`config.mk`:
```
export PLATFORM = sky130hd
export DESIGN_NAME = neural_activation_function_unit_core
export DESIGN_NICKNAME = d
export VERILOG_FILES = /design/src/naf_pkg.sv /design/src/neural_activation_function_unit_core.sv /design/src/naf_pwl.sv
export SDC_FILE = /design/constraint.sdc
export NUM_CORES = 2
export LEC_CHECK = 0
export ABC_CLOCK_PERIOD_IN_PS = 21000
export BUFFER_PORTS_ARGS = -buffer_cell sky130_fd_sc_hd__buf_4
export CAP_MARGIN = 10
export CORE_UTILIZATION = 62
export CTS_CLUSTER_DIAMETER = 150
export DETAILED_ROUTE_END_ITERATION = 8
export PLACE_DENSITY = 0.78
export SLEW_MARGIN = 20
export SYNTH_ARGS = -nofsm -noshare
export SYNTH_HDL_FRONTEND = slang
export SYNTH_HIERARCHICAL = 1
export SYNTH_SLANG_ARGS = --single-unit
export TNS_END_PERCENT = 30
```
`constraint.sdc`:
```
create_clock -name clk -period 21 [get_ports clk]
set_clock_uncertainty 0.15 [all_clocks]
set_input_delay 4.2 -clock clk [delete_from_list [all_inputs] [get_ports clk]]
set_output_delay 4.2 -clock clk [all_outputs]
set_load 0.03 [all_outputs]
```
`src/naf_pkg.sv`:
```
// Package: constants, codes, knot tables and arithmetic helpers of the activation unit.
`default_nettype none
package naf_pkg;

  localparam int SEGMENTS  = 64;
  localparam int FRAC_BITS = 12;
  localparam int SEG_W     = $clog2(SEGMENTS);
  localparam int KNOT_W    = FRAC_BITS + 1;
  localparam int TANH_SPAN = 8 << FRAC_BITS;
  localparam int EXP_SPAN  = 16 << FRAC_BITS;
  localparam int TANH_STEP = TANH_SPAN / SEGMENTS;
  localparam int EXP_STEP  = EXP_SPAN / SEGMENTS;
  localparam int TANH_LG   = $clog2(TANH_STEP);
  localparam int EXP_LG    = $clog2(EXP_STEP);
  localparam int MAG_W     = 21;

  localparam logic signed [17:0] ONE         = 18'sd1 <<< FRAC_BITS;
  localparam logic signed [17:0] K_TENTH     = 18'sd6554;
  localparam logic signed [17:0] K_CUBIC     = 18'sd2930;
  localparam logic signed [17:0] K_SQRT2PI   = 18'sd52290;
  localparam logic signed [17:0] K_ALPHA     = 18'sd109659;
  localparam logic signed [17:0] K_LAMBDA    = 18'sd68859;

  typedef enum logic [3:0] {
    MODE_STEP     = 4'd0,
    MODE_IDENTITY = 4'd1,
    MODE_SIGMOID  = 4'd2,
    MODE_TANH     = 4'd3,
    MODE_RELU     = 4'd4,
    MODE_LEAKY    = 4'd5,
    MODE_ELU      = 4'd6,
    MODE_GELU     = 4'd7,
    MODE_SELU     = 4'd8,
    MODE_SWISH    = 4'd9
  } mode_t;

  typedef struct packed {
    logic             is_exp;
    logic             neg;
    logic [MAG_W-1:0] mag;
  } naf_arg_t;

  typedef logic [KNOT_W-1:0] knot_tab_t [0:SEGMENTS];

  // shift-subtract quotient, used only while building the knot tables
  function automatic logic [63:0] udiv64(input logic [63:0] num, input logic [63:0] den);
    logic [63:0] q;
    logic [64:0] rem;
    q   = '0;
    rem = '0;
    for (int b = 63; b >= 0; b--) begin
      rem = {rem[63:0], num[b]};
      if (rem >= {1'b0, den}) begin
        rem  = rem - {1'b0, den};
        q[b] = 1'b1;
      end
    end
    return q;
  endfunction

  // e^-t in Q30 via (e^-(t/16))^16, t in Q(FRAC_BITS)
  function automatic logic [63:0] exp_neg_q30(input logic [63:0] t);
    logic [63:0] u;
    logic [63:0] term;
    logic signed [64:0] sum;
    logic [63:0] e;
    u    = t << (26 - FRAC_BITS);
    term = 64'd1 << 30;
    sum  = 65'sd1 <<< 30;
    if (u > (64'd1 << 30)) u = 64'd1 << 30;
    for (int n = 1; n <= 16; n++) begin
      term = udiv64((term * u) >> 30, 64'(n));
      if ((n & 1) == 1) sum = sum - 65'(term);
      else sum = sum + 65'(term);
    end
    if (sum < 0) sum = 0;
    if (sum > (65'sd1 <<< 30)) sum = 65'sd1 <<< 30;
    e = 64'(sum);
    for (int i = 0; i < 4; i++) e = (e * e + (64'd1 << 29)) >> 30;
    return e;
  endfunction

  function automatic knot_tab_t build_knots(input logic is_exp);
    knot_tab_t tab;
    logic [63:0] p;
    logic [63:0] e;
    logic [63:0] num;
    logic [63:0] den;
    for (int k = 0; k <= SEGMENTS; k++) begin
      if (is_exp) begin
        p = 64'(k) * 64'(EXP_STEP);
        e = exp_neg_q30(p);
        tab[k] = KNOT_W'((e + (64'd1 << (29 - FRAC_BITS))) >> (30 - FRAC_BITS));
      end else begin
        p   = 64'(k) * 64'(TANH_STEP);
        e   = exp_neg_q30(2 * p);
        num = (64'd1 << 30) - e;
        den = (64'd1 << 30) + e;
        tab[k] = KNOT_W'(udiv64((num << FRAC_BITS) + (den >> 1), den));
      end
    end
    return tab;
  endfunction

  localparam knot_tab_t TANH_KNOTS = build_knots(1'b0);
  localparam knot_tab_t EXP_KNOTS  = build_knots(1'b1);

  // round half away from zero, then shift right by s
  function automatic logic signed [47:0] rshift_round(input logic signed [47:0] p,
                                                      input logic [5:0] s);
    logic signed [47:0] half;
    half = 48'sd1 <<< (s - 6'd1);
    if (p >= 0) return (p + half) >>> s;
    return -((-p + half) >>> s);
  endfunction

  function automatic logic signed [15:0] sat16(input logic signed [47:0] v);
    if (v > 48'sd32767) return 16'sh7fff;
    if (v < -48'sd32768) return 16'sh8000;
    return 16'(v);
  endfunction

endpackage
`default_nettype wire

```
`src/neural_activation_function_unit_core.sv`:
```
// Top level: pipelined activation function unit for Q4.12 samples.
//
//  channel | direction | handshake          | payload
//  in_     | input     | in_valid/in_stall  | in_sample (signed 16)
//  out_    | output    | out_valid/out_stall| out_activation (signed 16)
//  cfg_    | input     | cfg_valid/cfg_ready| cfg_function_select (4)
//
// Nine register stages; one sample enters per cycle while the output is not stalled.
// The depth is set by the GELU chain: square, cube, two constant multiplies,
// two table stages, one shared multiplier and a final SELU multiply.
// Synchronous active-low reset clears the valid bits and selects identity.
// A stalled output freezes the whole pipeline; in_stall follows it at once.
`default_nettype none
module neural_activation_function_unit_core (
  input  wire logic               clk,
  input  wire logic               rst_n,
  input  wire logic               in_valid,
  output logic                    in_stall,
  input  wire logic signed [15:0] in_sample,
  output logic                    out_valid,
  input  wire logic               out_stall,
  output logic signed [15:0]      out_activation,
  input  wire logic               cfg_valid,
  output logic                    cfg_ready,
  input  wire logic [3:0]         cfg_function_select
);

  localparam int DEPTH = 9;

  logic                   en;
  logic [3:0]             fsel_r;
  logic [DEPTH:1]         v_r;
  logic signed [15:0]     x_r [1:8];
  logic [3:0]             m_r [1:8];

  logic signed [19:0]     sq_nxt, sq_r;
  logic signed [22:0]     cube_nxt, cube_r;
  logic signed [18:0]     c_nxt, c_r;
  logic signed [19:0]     gsum;
  logic signed [20:0]     inner;
  logic signed [20:0]     targ;
  naf_pkg::naf_arg_t      arg_nxt, arg_r;
  logic signed [naf_pkg::KNOT_W:0] th;

  logic signed [17:0]     onepth;
  logic signed [17:0]     mul_a, mul_b;
  logic [5:0]             sh;
  logic                   use_mul;
  logic signed [17:0]     direct;
  logic signed [35:0]     prod8;
  logic signed [17:0]     r8_nxt, r8_r;
  logic signed [47:0]     fin;
  logic signed [15:0]     act_r;

  assign en        = !(v_r[DEPTH] && out_stall);
  assign in_stall  = !en;
  assign cfg_ready = 1'b1;

  always_ff @(posedge clk) begin
    if (!rst_n) begin
      fsel_r <= naf_pkg::MODE_IDENTITY;
      v_r    <= '0;
    end else begin
      if (cfg_valid && cfg_ready) fsel_r <= cfg_function_select;
      if (en) v_r <= {v_r[DEPTH-1:1], in_valid};
    end
  end

  // sample and mode shift line
  always_ff @(posedge clk) begin
    if (en) begin
      x_r[1] <= in_sample;
      m_r[1] <= fsel_r;
      for (int i = 2; i <= 8; i++) begin
        x_r[i] <= x_r[i-1];
        m_r[i] <= m_r[i-1];
      end
    end
  end

  // GELU cubic: x^2, x^3, 0.044715*x^3
  assign sq_nxt   = 20'(naf_pkg::rshift_round(48'(x_r[1] * x_r[1]), 6'd12));
  assign cube_nxt = 23'(naf_pkg::rshift_round(48'(sq_r * x_r[2]), 6'd12));
  assign c_nxt    = 19'(naf_pkg::rshift_round(48'(cube_r * naf_pkg::K_CUBIC), 6'd16));

  always_ff @(posedge clk) begin
    if (en) begin
      sq_r   <= sq_nxt;
      cube_r <= cube_nxt;
      c_r    <= c_nxt;
    end
  end

  // table argument select
  always_comb begin
    gsum  = 20'(x_r[4]) + 20'(c_r);
    inner = 21'(naf_pkg::rshift_round(48'(gsum * naf_pkg::K_SQRT2PI), 6'd16));
    arg_nxt.is_exp = 1'b0;
    case (m_r[4])
      naf_pkg::MODE_GELU: targ = inner;
      naf_pkg::MODE_SIGMOID,
      naf_pkg::MODE_SWISH: targ = 21'(naf_pkg::rshift_round(48'(x_r[4]), 6'd1));
      naf_pkg::MODE_ELU,
      naf_pkg::MODE_SELU: begin
        targ = -21'(x_r[4]);
        arg_nxt.is_exp = 1'b1;
      end
      default: targ = 21'(x_r[4]);
    endcase
    arg_nxt.neg = targ < 0;
    arg_nxt.mag = arg_nxt.neg ? naf_pkg::MAG_W'(-targ) : naf_pkg::MAG_W'(targ);
  end

  always_ff @(posedge clk) begin
    if (en) arg_r <= arg_nxt;
  end

  naf_pwl u_pwl (
    .clk (clk),
    .en  (en),
    .arg (arg_r),
    .th  (th)
  );

  // shared multiplier per mode
  always_comb begin
    onepth  = naf_pkg::ONE + 18'(th);
    mul_a   = 18'(x_r[7]);
    mul_b   = '0;
    sh      = 6'd16;
    use_mul = 1'b0;
    direct  = 18'(x_r[7]);
    case (m_r[7])
      naf_pkg::MODE_STEP: direct = (x_r[7] < 0) ? 18'sd0 : naf_pkg::ONE;
      naf_pkg::MODE_SIGMOID: begin
        use_mul = 1'b1;
        mul_a   = onepth;
        mul_b   = 18'sd1;
        sh      = 6'd1;
      end
      naf_pkg::MODE_TANH: direct = 18'(th);
      naf_pkg::MODE_RELU: direct = (x_r[7] < 0) ? 18'sd0 : 18'(x_r[7]);
      naf_pkg::MODE_LEAKY: begin
        use_mul = x_r[7] < 0;
        mul_b   = naf_pkg::K_TENTH;
      end
      naf_pkg::MODE_ELU: begin
        use_mul = x_r[7] < 0;
        mul_a   = 18'(th) - naf_pkg::ONE;
        mul_b   = naf_pkg::K_TENTH;
      end
      naf_pkg::MODE_GELU,
      naf_pkg::MODE_SWISH: begin
        use_mul = 1'b1;
        mul_b   = onepth;
        sh      = 6'(naf_pkg::FRAC_BITS + 1);
      end
      naf_pkg::MODE_SELU: begin
        use_mul = 1'b1;
        if (x_r[7] < 0) begin
          mul_a = 18'(th) - naf_pkg::ONE;
          mul_b = naf_pkg::K_ALPHA;
        end else begin
          mul_b = naf_pkg::K_LAMBDA;
        end
      end
      default: direct = 18'(x_r[7]);
    endcase
    prod8  = mul_a * mul_b;
    r8_nxt = use_mul ? 18'(naf_pkg::rshift_round(48'(prod8), sh)) : direct;
  end

  always_ff @(posedge clk) begin
    if (en) r8_r <= r8_nxt;
  end

  // SELU negative side takes a second constant multiply, then saturate
  always_comb begin
    if (m_r[8] == naf_pkg::MODE_SELU && x_r[8] < 0)
      fin = naf_pkg::rshift_round(48'(r8_r * naf_pkg::K_LAMBDA), 6'd16);
    else
      fin = 48'(r8_r);
  end

  always_ff @(posedge clk) begin
    if (en) act_r <= naf_pkg::sat16(fin);
  end

  assign out_valid      = v_r[DEPTH];
  assign out_activation = act_r;

endmodule
`default_nettype wire

```
`src/naf_pwl.sv`:
```
// Two-stage piecewise-linear tanh / exp(-a) table evaluator.
`default_nettype none
module naf_pwl (
  input  wire logic                          clk,
  input  wire logic                          en,
  input  wire naf_pkg::naf_arg_t             arg,
  output logic signed [naf_pkg::KNOT_W:0]    th
);

  localparam int PROD_W = naf_pkg::KNOT_W + naf_pkg::EXP_LG;

  logic                            clamp;
  logic [naf_pkg::SEG_W-1:0]       idx;
  logic [naf_pkg::SEG_W:0]         idx1;
  logic [naf_pkg::EXP_LG-1:0]      frac;
  logic [naf_pkg::KNOT_W-1:0]      v0;
  logic [naf_pkg::KNOT_W-1:0]      v1;
  logic signed [naf_pkg::KNOT_W:0] diff;
  logic [naf_pkg::KNOT_W-1:0]      dmag;
  logic [PROD_W-1:0]               prod_nxt;

  logic [naf_pkg::KNOT_W-1:0]      v0_r;
  logic                            dneg_r;
  logic [PROD_W-1:0]               prod_r;
  logic                            exp_r;
  logic                            neg_r;

  logic [PROD_W-1:0]               stp;
  logic signed [naf_pkg::KNOT_W:0] val;
  logic signed [naf_pkg::KNOT_W:0] th_nxt;
  logic signed [naf_pkg::KNOT_W:0] th_r;

  always_comb begin
    if (arg.is_exp) begin
      clamp = arg.mag >= naf_pkg::MAG_W'(naf_pkg::EXP_SPAN);
      idx   = arg.mag[naf_pkg::EXP_LG +: naf_pkg::SEG_W];
      frac  = arg.mag[naf_pkg::EXP_LG-1:0];
    end else begin
      clamp = arg.mag >= naf_pkg::MAG_W'(naf_pkg::TANH_SPAN);
      idx   = arg.mag[naf_pkg::TANH_LG +: naf_pkg::SEG_W];
      frac  = naf_pkg::EXP_LG'(arg.mag[naf_pkg::TANH_LG-1:0]);
    end
    idx1 = {1'b0, idx} + 1'b1;
    if (clamp) begin
      v0 = arg.is_exp ? naf_pkg::EXP_KNOTS[naf_pkg::SEGMENTS]
                      : naf_pkg::TANH_KNOTS[naf_pkg::SEGMENTS];
      v1 = v0;
    end else begin
      v0 = arg.is_exp ? naf_pkg::EXP_KNOTS[{1'b0, idx}] : naf_pkg::TANH_KNOTS[{1'b0, idx}];
      v1 = arg.is_exp ? naf_pkg::EXP_KNOTS[idx1] : naf_pkg::TANH_KNOTS[idx1];
    end
    diff     = $signed({1'b0, v1}) - $signed({1'b0, v0});
    dmag     = diff[naf_pkg::KNOT_W] ? naf_pkg::KNOT_W'(-diff) : naf_pkg::KNOT_W'(diff);
    prod_nxt = PROD_W'(dmag) * PROD_W'(frac);
  end

  always_ff @(posedge clk) begin
    if (en) begin
      v0_r   <= v0;
      dneg_r <= diff[naf_pkg::KNOT_W];
      prod_r <= prod_nxt;
      exp_r  <= arg.is_exp;
      neg_r  <= arg.neg;
    end
  end

  always_comb begin
    if (exp_r) stp = (prod_r + (PROD_W'(1) << (naf_pkg::EXP_LG - 1))) >> naf_pkg::EXP_LG;
    else stp = (prod_r + (PROD_W'(1) << (naf_pkg::TANH_LG - 1))) >> naf_pkg::TANH_LG;
    if (dneg_r) val = $signed({1'b0, v0_r}) - $signed((naf_pkg::KNOT_W + 1)'(stp));
    else val = $signed({1'b0, v0_r}) + $signed((naf_pkg::KNOT_W + 1)'(stp));
    // tanh is odd: mirror for negative arguments
    th_nxt = neg_r ? -val : val;
  end

  always_ff @(posedge clk) begin
    if (en) th_r <= th_nxt;
  end

  assign th = th_r;

endmodule
`default_nettype wire

```
==> results.py <==
metrics = {
    "run_status": {
        "outcome": "complete, but fails checks",
        "violations": "design-rule violations",
    },
    "cts": {
        "clkLatencyLatePin_ns": 0.67,
        "numCtsBuffers": 41,
        "clock_tree.buffer_depth": 3,
        "cts-resized-gates": 0,
        "cts_max_level": 2,
        "clk_pin_slew_ns": 0.06,
        "cts-root-buf": "clkbuf_16",
        "hold_buffers": 0,
        "cts_sinks": 322,
        "post_cts_buffers": 0,
        "cts_tree": "yes",
    },
    "yosys": {
        "synth_top_area_share_pct": 30.0,
        "ys.flop_type": "edfxtp_1",
        "synth-seq-area-share_pct": 11.4,
        "ys_types": 119,
        "synth_edf_count": 309,
        "yosys.area.top_type": "fa_1",
        "yosys-top-cells-area": "fa_1 (30%), ha_1 (12%), edfxtp_1 (11%)",
        "ys_warn_count": 6,
        "synthCells": 9584,
        "synth_seq_cells": 322,
        "synth_area_sq_mm": 0.0838,
        "async_flop_share_pct": 0,
        "syn_avg_cell_area_sq_um": 8.75,
    },
    "drt": {
        "route.detailed.drc": 1,
        "drtAntennaViolNets": 0,
        "vias": 69100,
        "wl_mm": 223,
        "routed_via_density": 6.15,
        "avgRoutedWirePerCell_um": 19.9,
        "first_pass_iters": 9,
        "drt_iter0_drc": 6273,
    },
    "final_layout": {
        "final_nets": 11500,
        "final_common_cell": "inv_1",
        "area_growth_pct": 4.17,
        "final_cell_mix": "inv_1 (1619), fa_1 (1255), nand2_1 (907)",
        "fin_area_sq_mm": 0.0873,
        "drive_gt1_share_pct": 3.91,
        "antennaDiodeCount": 0,
    },
    "timing": {
        "setup_viol": 0,
        "slew_viol_final": 0,
        "period_needed_ns": 12.70,
        "slew-limit-headroom_pct": 22.9,
        "timing.setup.tns_ns": 0,
        "fin_hold_ws_ns": 0.241,
        "rsz0062_at_grt": "false",
        "finalCritPeriodShare_pct": 60.5,
        "max_freq_mhz": 78.7,
        "max_slew.worst_pin.slew_ns": 1.15,
        "finalHoldViolations": 0,
    },
    "job": {
        "drv_cap": 0,
    },
    "critical_path": {
        "path_buf_inv": 5,
        "worstSetupStartpointType": "flop",
        "path_max_fanout": 20,
        "reg2regPathDepth": 36,
        "cpMostUsedCell": "fa_1",
        "crit_path_end_kind": "flop",
        "worst_path_largest_cell_delay_ns": 0.83,
        "worst-path-stages": 36,
        "slowest_stage": "mux2i_1",
        "critPathRequiredTime_ns": 21.16,
        "cp.arrival_ns": 12.86,
        "crit_type": "reg2reg",
        "critical_path.top_delay_family": "compound AO/OA/AOI/OAI gates",
    },
    "grt": {
        "grt_pass1_wl_mm": 365,
        "antenna_found_initial": 1,
        "grt_usage_pct": 33.1,
        "grt_max_degree": 139,
        "grt_pass1_vias": 69400,
        "overflow": 0,
    },
    "floorplan": {
        "pin_count": 44,
        "initial_core_util_pct": 62.7,
        "die_area_sq_mm": 0.137,
        "coreArea_sq_mm": 0.134,
        "die_w_um": 370,
        "rows": 134,
        "die_h_um": 370,
    },
    "worst_hold_path": {
        "min_path_cells": 0,
        "hp-class": "reg2reg",
    },
    "placed_design": {
        "place.gp.congestion": 0.995,
        "port_buffers": 42,
        "hpwl_mm": 180,
        "postPlaceCellArea_sq_mm": 0.0859,
    },
}
==> metrics by stage <==
| stage | worst slack, ns | instances | utilization, % |
|---|---|---|---|
| 2_1_floorplan | 2.61 | 9611 | - |
| 3_3_place_gp | 8.78 | 11200 | 64.2 |
| 3_5_place_dp | 8.59 | 11200 | 64.2 |
| 4_1_cts | 8.54 | 11200 | 65.3 |
| 5_1_grt | 7.63 | 11200 | 65.3 |
| 6_report | 8.30 | 11200 | 65.3 |
==> final cells by class <==
class                           count  area, sq um
Clock buffer                       44         1080
Clock inverter                     31          349
Tap cell                         1768         2210
Timing Repair Buffer              140         1060
Multi-Input combinational cell   7290        66900
Inverter                         1633         6130
Sequential cell                   322         9540
Fill cell                       10900        46500
==> kinds of logic after synthesis <==
family,synth area share (%)
simple gates,16.2
mux,1.30
buf+inv,8.99
other cells,0.00896
xor+xnor,6.02
flops,11.4
compound gates,14.1
fa+ha+maj,42.0
==> worst paths after layout <==
path / start / endpoint / slack [ns]
worst max-delay path: m_r[0][25] / r8_r[17] / 8.30
worst min-delay path: m_r[0][17] / m_r[0][21] / 0.24
worst max register to register: m_r[0][25] / r8_r[17] / 8.30
worst min register to register: m_r[0][17] / m_r[0][21] / 0.24
==> synth_stat cells (58+ instances only) <==
| cell | instances |
|---|---|
| o21ai_0 | 272 |
| fa_1 | 1255 |
| and2_1 | 265 |
| xnor2_1 | 414 |
| a21o_1 | 116 |
| nor3_1 | 168 |
| nand4_1 | 70 |
| and3_1 | 73 |
| a31oi_1 | 80 |
| edfxtp_1 | 309 |
| nor2b_1 | 77 |
| ha_1 | 803 |
| xor2_1 | 156 |
| inv_1 | 1619 |
| o21ai_1 | 58 |
| or3_1 | 71 |
| mux2i_1 | 74 |
| o211ai_1 | 78 |
| o21a_1 | 60 |
| nor2_1 | 615 |
| nand3_1 | 172 |
| a211oi_1 | 106 |
| a21oi_1 | 389 |
| nand2b_1 | 101 |
| nand2_1 | 908 |
| clkbuf_1 | 331 |
==> state kept, by name, indices dropped and copies added (netlist names), 15 cells and up <==
register and flops:
x_r 113, m_r 32, arg_r 23, cube_r 23, sq_r 20, c_r 19, r8_r 18, out_activation 16
u_pwl/prod_r 15
==> metal layers <==
| layer | vias up | wire length (um) | GRT usage (%) |
|---|---|---|---|
| met1 | 34100 | 91400 | 45.1 |
| met5 | - | 20 | 0 |
| met4 | 2 | 8200 | 11.2 |
| met2 | 2898 | 106000 | 54.5 |
| met3 | 462 | 17900 | 4.44 |
| li1 | 31600 | - | - |
Power is left out: the tool's default activity adds up to more than one toggle a clock period on the data nets, which glitch-free logic cannot reach.
